[config.mk]
export PLATFORM = sky130hd
export DESIGN_NAME = bscp_cell
export DESIGN_NICKNAME = d
export VERILOG_FILES = /design/src/rtl/bscp_pkg.sv /design/src/rtl/bscp_cell.sv
export SDC_FILE = /design/constraint.sdc
export NUM_CORES = 1
export LEC_CHECK = 0
export BUFFER_PORTS_ARGS = -buffer_cell sky130_fd_sc_hd__buf_2
export CORE_MARGIN = 2
export CORE_UTILIZATION = 45
export CTS_BUF_LIST = sky130_fd_sc_hd__clkbuf_4 sky130_fd_sc_hd__clkbuf_8 sky130_fd_sc_hd__clkbuf_16
export DETAILED_ROUTE_END_ITERATION = 7
export GPL_TIMING_DRIVEN = 0
export PLACE_DENSITY = 0.77
export SLEW_MARGIN = 20
export SYNTH_ARGS = -nofsm -noshare
export SYNTH_HDL_FRONTEND = slang
export SYNTH_SLANG_ARGS = --single-unit
[constraint.sdc]
create_clock -name clk -period 3.19 [get_ports clk]
set_input_delay 0.319 -clock clk [delete_from_list [all_inputs] [get_ports clk]]
set_output_delay 0.319 -clock clk [all_outputs]
set_load 0.02 [all_outputs]
[src/rtl/bscp_pkg.sv]
// Shared types, constants and helpers of the beam search candidate pool.
// No dependencies; every other file of the block imports this package.
package bscp_pkg;

    localparam int DEF_POOL_DEPTH = 64;
    localparam int DEF_POINT_BITS = 24;
    localparam int DIST_W         = 32;
    localparam int CFG_W          = 7;
    localparam int KIND_W         = 2;

    localparam logic [CFG_W-1:0] POOL_LIMIT_RST   = 7'd64;
    localparam logic [CFG_W-1:0] RESULT_COUNT_RST = 7'd10;

    typedef enum logic [KIND_W-1:0] {
        KIND_CLEAR  = 2'd0,
        KIND_INSERT = 2'd1,
        KIND_TAKE   = 2'd2,
        KIND_READ   = 2'd3
    } kind_t;

    typedef enum logic {
        REG_POOL_LIMIT   = 1'b0,
        REG_RESULT_COUNT = 1'b1
    } cfg_reg_t;

    typedef enum logic [1:0] {
        ST_IDLE,
        ST_TAKE,
        ST_READ
    } state_t;

    typedef enum logic [2:0] {
        CELL_HOLD,
        CELL_CLEAR,
        CELL_INSERT,
        CELL_SEL_LOAD,
        CELL_SEL_SHIFT,
        CELL_MARK
    } cell_op_t;

    typedef struct packed {
        cell_op_t op;
        logic     full;   // pool at its limit: only occupied cells may move
    } cell_ctl_t;

    // 0 acts as 1, anything above the depth acts as the depth
    function automatic logic [CFG_W-1:0] clamp_cfg(input logic [CFG_W-1:0] v,
                                                   input logic [CFG_W-1:0] depth);
        logic [CFG_W-1:0] r;
        r = v;
        if (v == '0)
            r = {{(CFG_W-1){1'b0}}, 1'b1};
        else if (v > depth)
            r = depth;
        return r;
    endfunction

endpackage

[src/rtl/bscp_cell.sv]
// One slot of the sorted candidate pool: entry, checked mark, select token.
// Depends on bscp_pkg; instantiated in a row by beam_search_candidate_pool.
module bscp_cell #(
    parameter int POINT_BITS = bscp_pkg::DEF_POINT_BITS
) (
    input  logic                          clk,
    input  logic                          rst_n,
    input  bscp_pkg::cell_ctl_t           ctl,
    input  logic [POINT_BITS-1:0]         cand_point,
    input  logic [bscp_pkg::DIST_W-1:0]   cand_distance,
    input  logic                          sel_load,
    input  logic [POINT_BITS-1:0]         left_point,
    input  logic [bscp_pkg::DIST_W-1:0]   left_distance,
    input  logic                          left_valid,
    input  logic                          left_checked,
    input  logic                          left_less,
    input  logic                          left_sel,
    output logic [POINT_BITS-1:0]         point,
    output logic [bscp_pkg::DIST_W-1:0]   distance,
    output logic                          valid,
    output logic                          checked,
    output logic                          less,
    output logic                          sel,
    output logic                          lt_valid
);
    import bscp_pkg::*;

    logic [POINT_BITS-1:0] point_reg, point_next;
    logic [DIST_W-1:0]     distance_reg, distance_next;
    logic                  valid_reg, valid_next;
    logic                  checked_reg, checked_next;
    logic                  sel_reg, sel_next;
    logic                  lt;
    logic                  upd;

    // key order: distance, then lower point index
    assign lt       = {cand_distance, cand_point} < {distance_reg, point_reg};
    assign less     = !valid_reg || lt;
    assign lt_valid = valid_reg && lt;
    assign upd      = (ctl.op == CELL_INSERT) && less && (!ctl.full || valid_reg);

    always_comb
    begin
        point_next    = point_reg;
        distance_next = distance_reg;
        valid_next    = valid_reg;
        checked_next  = checked_reg;
        sel_next      = sel_reg;
        case (ctl.op)
            CELL_CLEAR:
            begin
                valid_next   = 1'b0;
                checked_next = 1'b0;
            end
            CELL_INSERT:
            begin
                if (upd)
                begin
                    // shift right behind the new entry, or take it here
                    if (left_less)
                    begin
                        point_next    = left_point;
                        distance_next = left_distance;
                        valid_next    = left_valid;
                        checked_next  = left_checked;
                    end
                    else
                    begin
                        point_next    = cand_point;
                        distance_next = cand_distance;
                        valid_next    = 1'b1;
                        checked_next  = 1'b0;
                    end
                end
            end
            CELL_SEL_LOAD:  sel_next = sel_load;
            CELL_SEL_SHIFT: sel_next = left_sel;
            CELL_MARK:
            begin
                checked_next = checked_reg | sel_reg;
                sel_next     = 1'b0;
            end
            default: ;
        endcase
    end

    always_ff @(posedge clk or negedge rst_n)
    begin
        if (!rst_n)
        begin
            valid_reg   <= 1'b0;
            checked_reg <= 1'b0;
            sel_reg     <= 1'b0;
        end
        else
        begin
            valid_reg   <= valid_next;
            checked_reg <= checked_next;
            sel_reg     <= sel_next;
        end
    end

    always_ff @(posedge clk)
    begin
        point_reg    <= point_next;
        distance_reg <= distance_next;
    end

    assign point    = point_reg;
    assign distance = distance_reg;
    assign valid    = valid_reg;
    assign checked  = checked_reg;
    assign sel      = sel_reg;

endmodule

* Word level (Yosys, flattened, before mapping)
Index checks and enable logic that the tools add are counted.
** Storage, ports and cells
- Flip-flop bits (word level) :: 59
- Latch bits :: 0
- RAM bits :: 0
- ROM bits :: 0
- Bits of input ports :: 123
- Output and inout port bits :: 61
- Word-level logic and storage cells :: 35
- Memories kept :: 0
** Operators by class
- Add/subtract/negate cells :: 0
- $mul :: 0
- Divide/modulo/power cells :: 0
- $lt $le $gt $ge :: 1
- Equal/unequal tests :: 6
- Shift-type cells :: 0
- Multiplexer cells :: 9
- Bitwise operators :: 1
- Reductions and logical operators :: 13
** Operator list (count)
- $lt A56 B56 Y1 :: 1
- $mux W32 :: 1
- $mux W24 :: 1
- $eq A3 B2 Y1 const B :: 2
- $eq A3 B3 Y1 const B :: 2
- $pmux W1 S3 :: 2
- $reduce_and A2 Y1 :: 3
- $reduce_bool A3 Y1 :: 2
- $mux W1 :: 4
- $eq A3 B1 Y1 const B :: 1
- $logic_and A1 B1 Y1 :: 3
- $logic_not A1 Y1 :: 2
- $logic_or A1 B1 Y1 :: 2
- $ne A2 B2 Y1 const B :: 1
- $pmux W1 S2 :: 1
- $reduce_bool A2 Y1 :: 1
- $or A1 B1 Y1 :: 1

* Logic depth before layout (Yosys ltp)
Gate-level depths: netlist of the first run.
- Depth in word-level cells :: 6
- Mapped depth :: 9
- Depth with buffers taken out :: 9

* Least setup slack after synthesis of the first run
No wires, ideal clock.
- Path type :: register to register
- Start :: register point_reg[11], in the netlist point[11]
- End :: register distance_reg[0], in the netlist distance[0] (enable)
- Setup time :: 0.391 ns
- Data arrival time :: 2.546 ns
- Data required time :: 2.799 ns
- Slack :: 0.253 ns
- Stages on the path, launching flop included :: 9
- Path buffers :: 0
- Clock period less this slack :: 2.937 ns
- Path through :: edfxtp_1 inv_1 ha_1 a21oi_1 o21ai_0 a221oi_1 a21oi_1 nor4_2 o31a_2
** Between the ends
- Cells in the longest elaborated chain, start to end :: 5
** RTL lines
- from (decl) :: line bscp_cell.sv:28 : logic [POINT_BITS-1:0] point_reg, point_next;
- from (signal assigned) :: line bscp_cell.sv:105 : point_reg <= point_next;
- $lt A56 B56 Y1 :: line bscp_cell.sv:37 : assign lt = {cand_distance, cand_point} < {distance_reg, point_reg};
- $logic_or A1 B1 Y1 :: line bscp_cell.sv:38 : assign less = !valid_reg || lt;
- $logic_and A1 B1 Y1 (2 in a row) :: line bscp_cell.sv:40 : assign upd = (ctl.op == CELL_INSERT) && less && (!ctl.full || valid_reg);
- $reduce_and A2 Y1 (no line)
- to (signal assigned) :: line bscp_cell.sv:106 : distance_reg <= distance_next;
- to (decl) :: line bscp_cell.sv:29 : logic [DIST_W-1:0] distance_reg, distance_next;
No other way between the ends.
A chain may end at the register's enable or synchronous reset.

* Final worst setup path of the first run
- Start :: register point_reg[14], in the netlist point[14]
- End :: register checked_reg, in the netlist checked
** Between the ends
- Cells in the longest elaborated chain, start to end :: 6
** RTL lines
- $lt A56 B56 Y1 :: line bscp_cell.sv:37
- $logic_or A1 B1 Y1 :: line bscp_cell.sv:38
- $logic_and A1 B1 Y1 (2 in a row) :: line bscp_cell.sv:40
- $ne A2 B2 Y1 (no line)
- $reduce_and A2 Y1 (no line)
- to (signal assigned) :: line bscp_cell.sv:98 : checked_reg <= checked_next;
- to (decl) :: line bscp_cell.sv:31 : logic checked_reg, checked_next;
No other way between the ends.

==> metrics, run 1 <==
TritonCTS clock tree=done; total iterations of the first detailed-routing run=4; setup violation total in the final timing report=0; H-tree levels=3; Core Rows=34; Die Height=slightly below 100 µm; Initial DRC Count=99; CP startpoint kind=flop; top-area cell type share of the netlist area=between 40 and 50%; DR DRC count=0; worst slew pin tran=~0.63 ns; worst-path maximum fanout=29; Area contributors post-synth=edfxtp_1 (42%), ha_1 (17%), mux2_2 (16%); metal3 WL=630 µm; setup repair bufs after CTS=0; CP endpoint kind=flop; final setup margin=around 0.37 ns; Post-Route WL=9550 µm; P per Cell Area=354 mW/mm²; Pleak=~2.6 nW; async set-reset flop share out of synthesis=5.08%; Final period util=between 80 and 90%; Critical Path RT=roughly 3.4 ns; root buffer cell=clkbuf_8; Netlist cell types=37; leading area contributor after synthesis=edfxtp_1; clk sinks=59; gr ovfl total=0; Hold Path Class=input port to flop; hold path startpoint=ctl[3]; wire length on met1=between 4000 and 5000 µm; wire length per cell=about 15 µm; DP HPWL=about 7700 µm; fin nets=approximately 720; pre-CTS WS=0.228 ns; Via Count=3366; Seq cells post-synth=just under 60; first-pass GRT wire length=15500 µm; mean post-synth cell area=between 10 and 15 µm²; min Tclk post-route=about 2.8 ns; I/O Buffers=between 150 and 200; IO Pins=between 150 and 200; critical path arrival=between 3 and 4 ns; antenna viol nets, final=0; initial antenna violation count=0; Max-Cap Viols=0; Mapped Cells=approximately 350; synth warn=0; Layout area overhead=31.2%; WL met2=4620 µm; clk buf depth=2; setup slack, reg-to-reg=about 0.37 ns; crit path kind=flop to flop; GRT Util Overall=20.0%; max reg flops=32; synthesized area=0.00398 mm²; number of synthesized flops with an enable pin=56; Max IR drop VDD=between 0.2 and 0.25 mV; width of the chip=between 90 and 100 µm; Max Slew Vio Count=0; Worst-path clk slew=0.07 ns; Primary FF master, synth=edfxtp_1; post-synthesis sequential area ratio=approximately 44%; worst r2r src=point[14]; core outline area=around 0.0086 mm²; vias in the first global route=between 3000 and 4000; status=complete, no violations; Final GP Congestion=0.832; Achievable Freq=about 0.35 GHz; Layout Skew=0.0111 ns; net count after synthesis=between 500 and 600; largest net degree at the start of global routing=30; Antenna Cells=0; highest metal used=met4; Clock Latency Late Sink=between 0.3 and 0.4 ns; vias per inst=~5.1; area of the die=0.00962 mm²; hold path depth=2; RSZ-0062 raised after global routing=false; R2R depth=10; Rel. slew slack=57.7%; Initial Util=46.1%; Fin. Hold Viols=0; Num CTS Buffers=9; layout cells sized above 1=between 40% and 50%; Worst R2R End=checked; total power=roughly 1.8 mW; Hold Path End=sel
Yosys cell counts (2+ instances only):
cell       n
dfrtp_1    3
nand2_1   16
inv_1     61
mux2_2    56
nor3_1     3
nor4_1     2
nand3_1    5
nand4_1   11
a21o_1     4
clkbuf_1   2
ha_1      55
a221oi_1   2
a21oi_1   28
o21ai_0    9
buf_1      5
nor2_1    12
or2b_2     2
edfxtp_1  56
a22oi_1    2
metrics by stage:
stage / area (µm²) / hold WS [ns] / cells / setup TNS, ns / utilization, %
global placement: 5020 / 0.119 / 641 / -13.90 / 58.2
global route: 5230 / 0.274 / 658 / 0 / 60.5
floorplan: 3980 / 0.0234 / 352 / 0 / -
detailed placement: 5050 / 0.121 / 642 / 0 / 58.5
CTS: 5220 / 0.259 / 658 / 0 / 60.4
finish: 5230 / 0.268 / 658 / 0 / 60.5
worst max-delay path, cell delays in order, from the launching register on:
cell and delay (ns):
edfxtp_1 0.34, inv_1 0.05, ha_1 0.31, nand4_1 0.18
nor4_1 0.32, a32oi_1 0.16, a21oi_1 0.27, nor4_2 0.10
o31a_4 0.52, buf_12 0.25, a211oi_1 0.22
logic make-up after synthesis:
group	Yosys count	share of synthesized area [%]
muxes	56	15.8
adders and majority gates	55	17.3
AOI/OAI and AO/OA	58	9.08
DFF	59	44.1
and+or+nand+nor	56	7.32
buffers and inverters	68	6.41
what timing repair did:
| action | 4_1_cts | 5_1_grt |
|---|---|---|
| endpoints found under the hold margin | 3 | 0 |
| resized for setup | 0 | 1 |
| hold buffers | 1 | 0 |
| endpoints found under the setup margin | 0 | 2 |
where the power goes:
group	internal, mW	total, mW	switching, mW
clock	0.288	0.570	0.282
sequential	0.883	0.899	0.0157
combinational	0.186	0.378	0.192
total	1.36	1.85	0.490
layout by cell type, fill, tap and decap left out, types with 9 or more instances in the layout:
| cell type | synthesis | layout |
|---|---|---|
| nand4_1 | 11 | 11 |
| buf_2 | 0 | 181 |
| o21ai_0 | 9 | 9 |
| nand2_1 | 16 | 16 |
| clkbuf_8 | 0 | 9 |
| nor2_1 | 12 | 12 |
| a21oi_1 | 28 | 28 |
| mux2_2 | 56 | 56 |
| edfxtp_1 | 56 | 56 |
| inv_1 | 61 | 61 |
| ha_1 | 55 | 55 |
area by class of cell:
type	instances	area, µm²
fillers	738	3410
multi-input cells	225	1990
flip-flops and latches	59	1760
repair buffers	183	936
inverters	61	229
clock buffers	11	139
well taps	108	135
plain buffers	7	26.3
clock inverters	4	18.8
routing by layer:
| layer | vias up | global-route usage, % |
|---|---|---|
| met5 | - | 0 |
| met4 | 0 | 8.55 |
| met2 | 128 | 33.5 |
| li1 | 1673 | - |
| met3 | 20 | 5.08 |
| met1 | 1545 | 24.5 |
worst max-delay path by stage:
stage,start,to,cells after the start
2_1_floorplan,point[11],distance[0],8
3_3_place_gp,cand_point[11],point[12],8
3_5_place_dp,cand_distance[6],checked,10
4_1_cts,distance[6],checked,10
5_1_grt,distance[6],checked,10
6_report,point[14],checked,10
No activity file was read; power rests on OpenSTA's default activity.
==> run 2, diff against run 1 <==
--- a/config.mk
+++ b/config.mk
@@ -8,7 +8,6 @@
 export BUFFER_PORTS_ARGS = -buffer_cell sky130_fd_sc_hd__buf_2
 export CORE_MARGIN = 2
 export CORE_UTILIZATION = 45
-export CTS_BUF_LIST = sky130_fd_sc_hd__clkbuf_4 sky130_fd_sc_hd__clkbuf_8 sky130_fd_sc_hd__clkbuf_16
 export DETAILED_ROUTE_END_ITERATION = 7
 export GPL_TIMING_DRIVEN = 0
 export PLACE_DENSITY = 0.77
==> metrics, run 2 (synthesis results as in run 1) <==
Worst-path clk slew=0.07 ns (about the same); min Tclk post-route=2.83 ns (+0.00286 ns); wire length per cell=14.5 µm (+0.20%); width of the chip=98.1 µm (unchanged); most common cell after layout, fill and taps aside=buf_2; Die Height=98.1 µm (unchanged); total power=1.83 mW (-0.72%); commonest non-fill, non-tap cells in the layout=buf_2 (181), inv_1 (61), mux2_2 (56), edfxtp_1 (56), ha_1 (55); Final period util=88.6% (+0.090 points); vias in the first global route=3370 (+0.059%); Post-Route WL=9570 µm (+0.20%); Clock Latency Late Sink=0.33 ns (about the same); Rel. slew slack=56.1% (-1.6 points); Max-Cap Viols=0 (unchanged); gr ovfl total=0 (unchanged); Num CTS Buffers=9 (unchanged); total iterations of the first detailed-routing run=4 (unchanged); TritonCTS clock tree=done; worst slew pin tran=0.659 ns (+0.0240 ns); Max Slew Vio Count=0 (unchanged); clk buf depth=2 (unchanged); Initial Util=46.1% (unchanged); first-pass GRT wire length=15500 µm (about the same); H-tree levels=3 (unchanged); layout cells sized above 1=46.5% (-0.36 points); Layout Skew=0.0136 ns (+0.00244 ns); clk sinks=59 (unchanged); I/O Buffers=181 (unchanged); CP endpoint kind=output pin; DR DRC count=0 (unchanged); Pleak=2.55 nW (-0.27%); Max IR drop VDD=0.201 mV (-0.31%); area of the die=0.00962 mm² (unchanged); fin nets=724 (unchanged); IO Pins=184 (unchanged); Fill cells=740 (+0.27%); Achievable Freq=0.354 GHz (-0.10%); Fin. Hold Viols=0 (unchanged); critical path arrival=2.51 ns (-0.55 ns); Final GP Congestion=0.832 (unchanged); crit path kind=flop to output pin; Hold Path Class=input port to flop; Core Rows=34 (unchanged); Via Count=3349 (-0.51%); largest net degree at the start of global routing=30 (unchanged); Critical Path RT=2.87 ns (-0.55 ns); Initial DRC Count=82 (-17%); core outline area=0.00864 mm² (unchanged); max reg flops=32 (unchanged); initial antenna violation count=0 (unchanged); GRT Util Overall=20.1% (+0.061 points); P per Cell Area=351 mW/mm² (-0.57%); worst-path maximum fanout=3 (-90%); Sum Neg Setup Slack=0 ns (unchanged); Layout area overhead=31.0%; setup violation total in the final timing report=0 (unchanged); Antenna Cells=0 (unchanged); CP startpoint kind=flop; DP HPWL=7720 µm (unchanged); antenna viol nets, final=0 (unchanged); setup repair bufs after CTS=0 (unchanged); vias per inst=5.09 (-0.51%); root buffer cell=clkbuf_8; RSZ-0062 raised after global routing=false; status=complete, no violations
==> run 2: worst paths after layout <==
path	depth (start not counted)	end	slack, ns	from
max reg2reg	10	checked	0.37	point[14]
max	10	less	0.36	point[14]
min	2	sel	0.27	ctl[3]
max in group asynchronous	2	sel	2.77	rst_n
min in group asynchronous	2	checked	0.32	rst_n
min reg2reg	2	sel	0.69	sel
==> run 2: critical path, cell delays in order (launching register included) <==
cell      delay, ns
edfxtp_1       0.34
inv_1          0.05
ha_1           0.31
nand4_1        0.18
nor4_1         0.32
a32oi_1        0.16
a21oi_1        0.27
nor4_2         0.10
nor2_1         0.20
nand2_1        0.08
buf_2          0.17
==> run 2: layout make-up <==
cell class	count	area, µm²	share of cell area [%]
Sequential cell	59	1760	33.7
Clock inverter	4	18.8	0.360
Inverter	61	229	4.39
Timing Repair Buffer	183	936	17.9
Tap cell	108	135	2.59
Clock buffer	11	131	2.52
Buffer	7	26.3	0.503
Multi-Input combinational cell	225	1990	38.0
==> run 2: per-stage QoR <==
step	hold slack, ns	setup slack, ns	util [%]	instance area [µm²]	instances
detailed placement	0.121	0.228	58.5	5050	642
floorplan	0.0234	0.253	-	3980	352
global placement	0.119	-0.246	58.2	5020	641
global route	0.270	0.0527	60.4	5220	658
finish	0.269	0.363	60.4	5220	658
CTS	0.255	0.227	60.4	5210	658
==> run 2: power by group <==
group	total (mW)	switching, mW	leakage (nW)	internal [mW]
sequential	0.899	0.0157	0.548	0.883
clock	0.557	0.286	0.0804	0.271
combinational	0.378	0.192	1.92	0.186
total	1.83	0.493	2.55	1.34
==> run 2: timing repair <==
action | in CTS | in global routing
endpoints found under the hold margin | 3 | 0
resized for setup | 0 | 1
hold buffers | 1 | 0
setup endpoints to repair | 0 | 2
==> run 2: routing by layer <==
metal | vias up | track usage, % | routed length, µm
met5 | - | 0 | 0
met4 | 0 | 8.97 | 242
met3 | 21 | 5.30 | 640
met2 | 118 | 33.3 | 4630
met1 | 1537 | 24.5 | 4060
li1 | 1673 | - | -
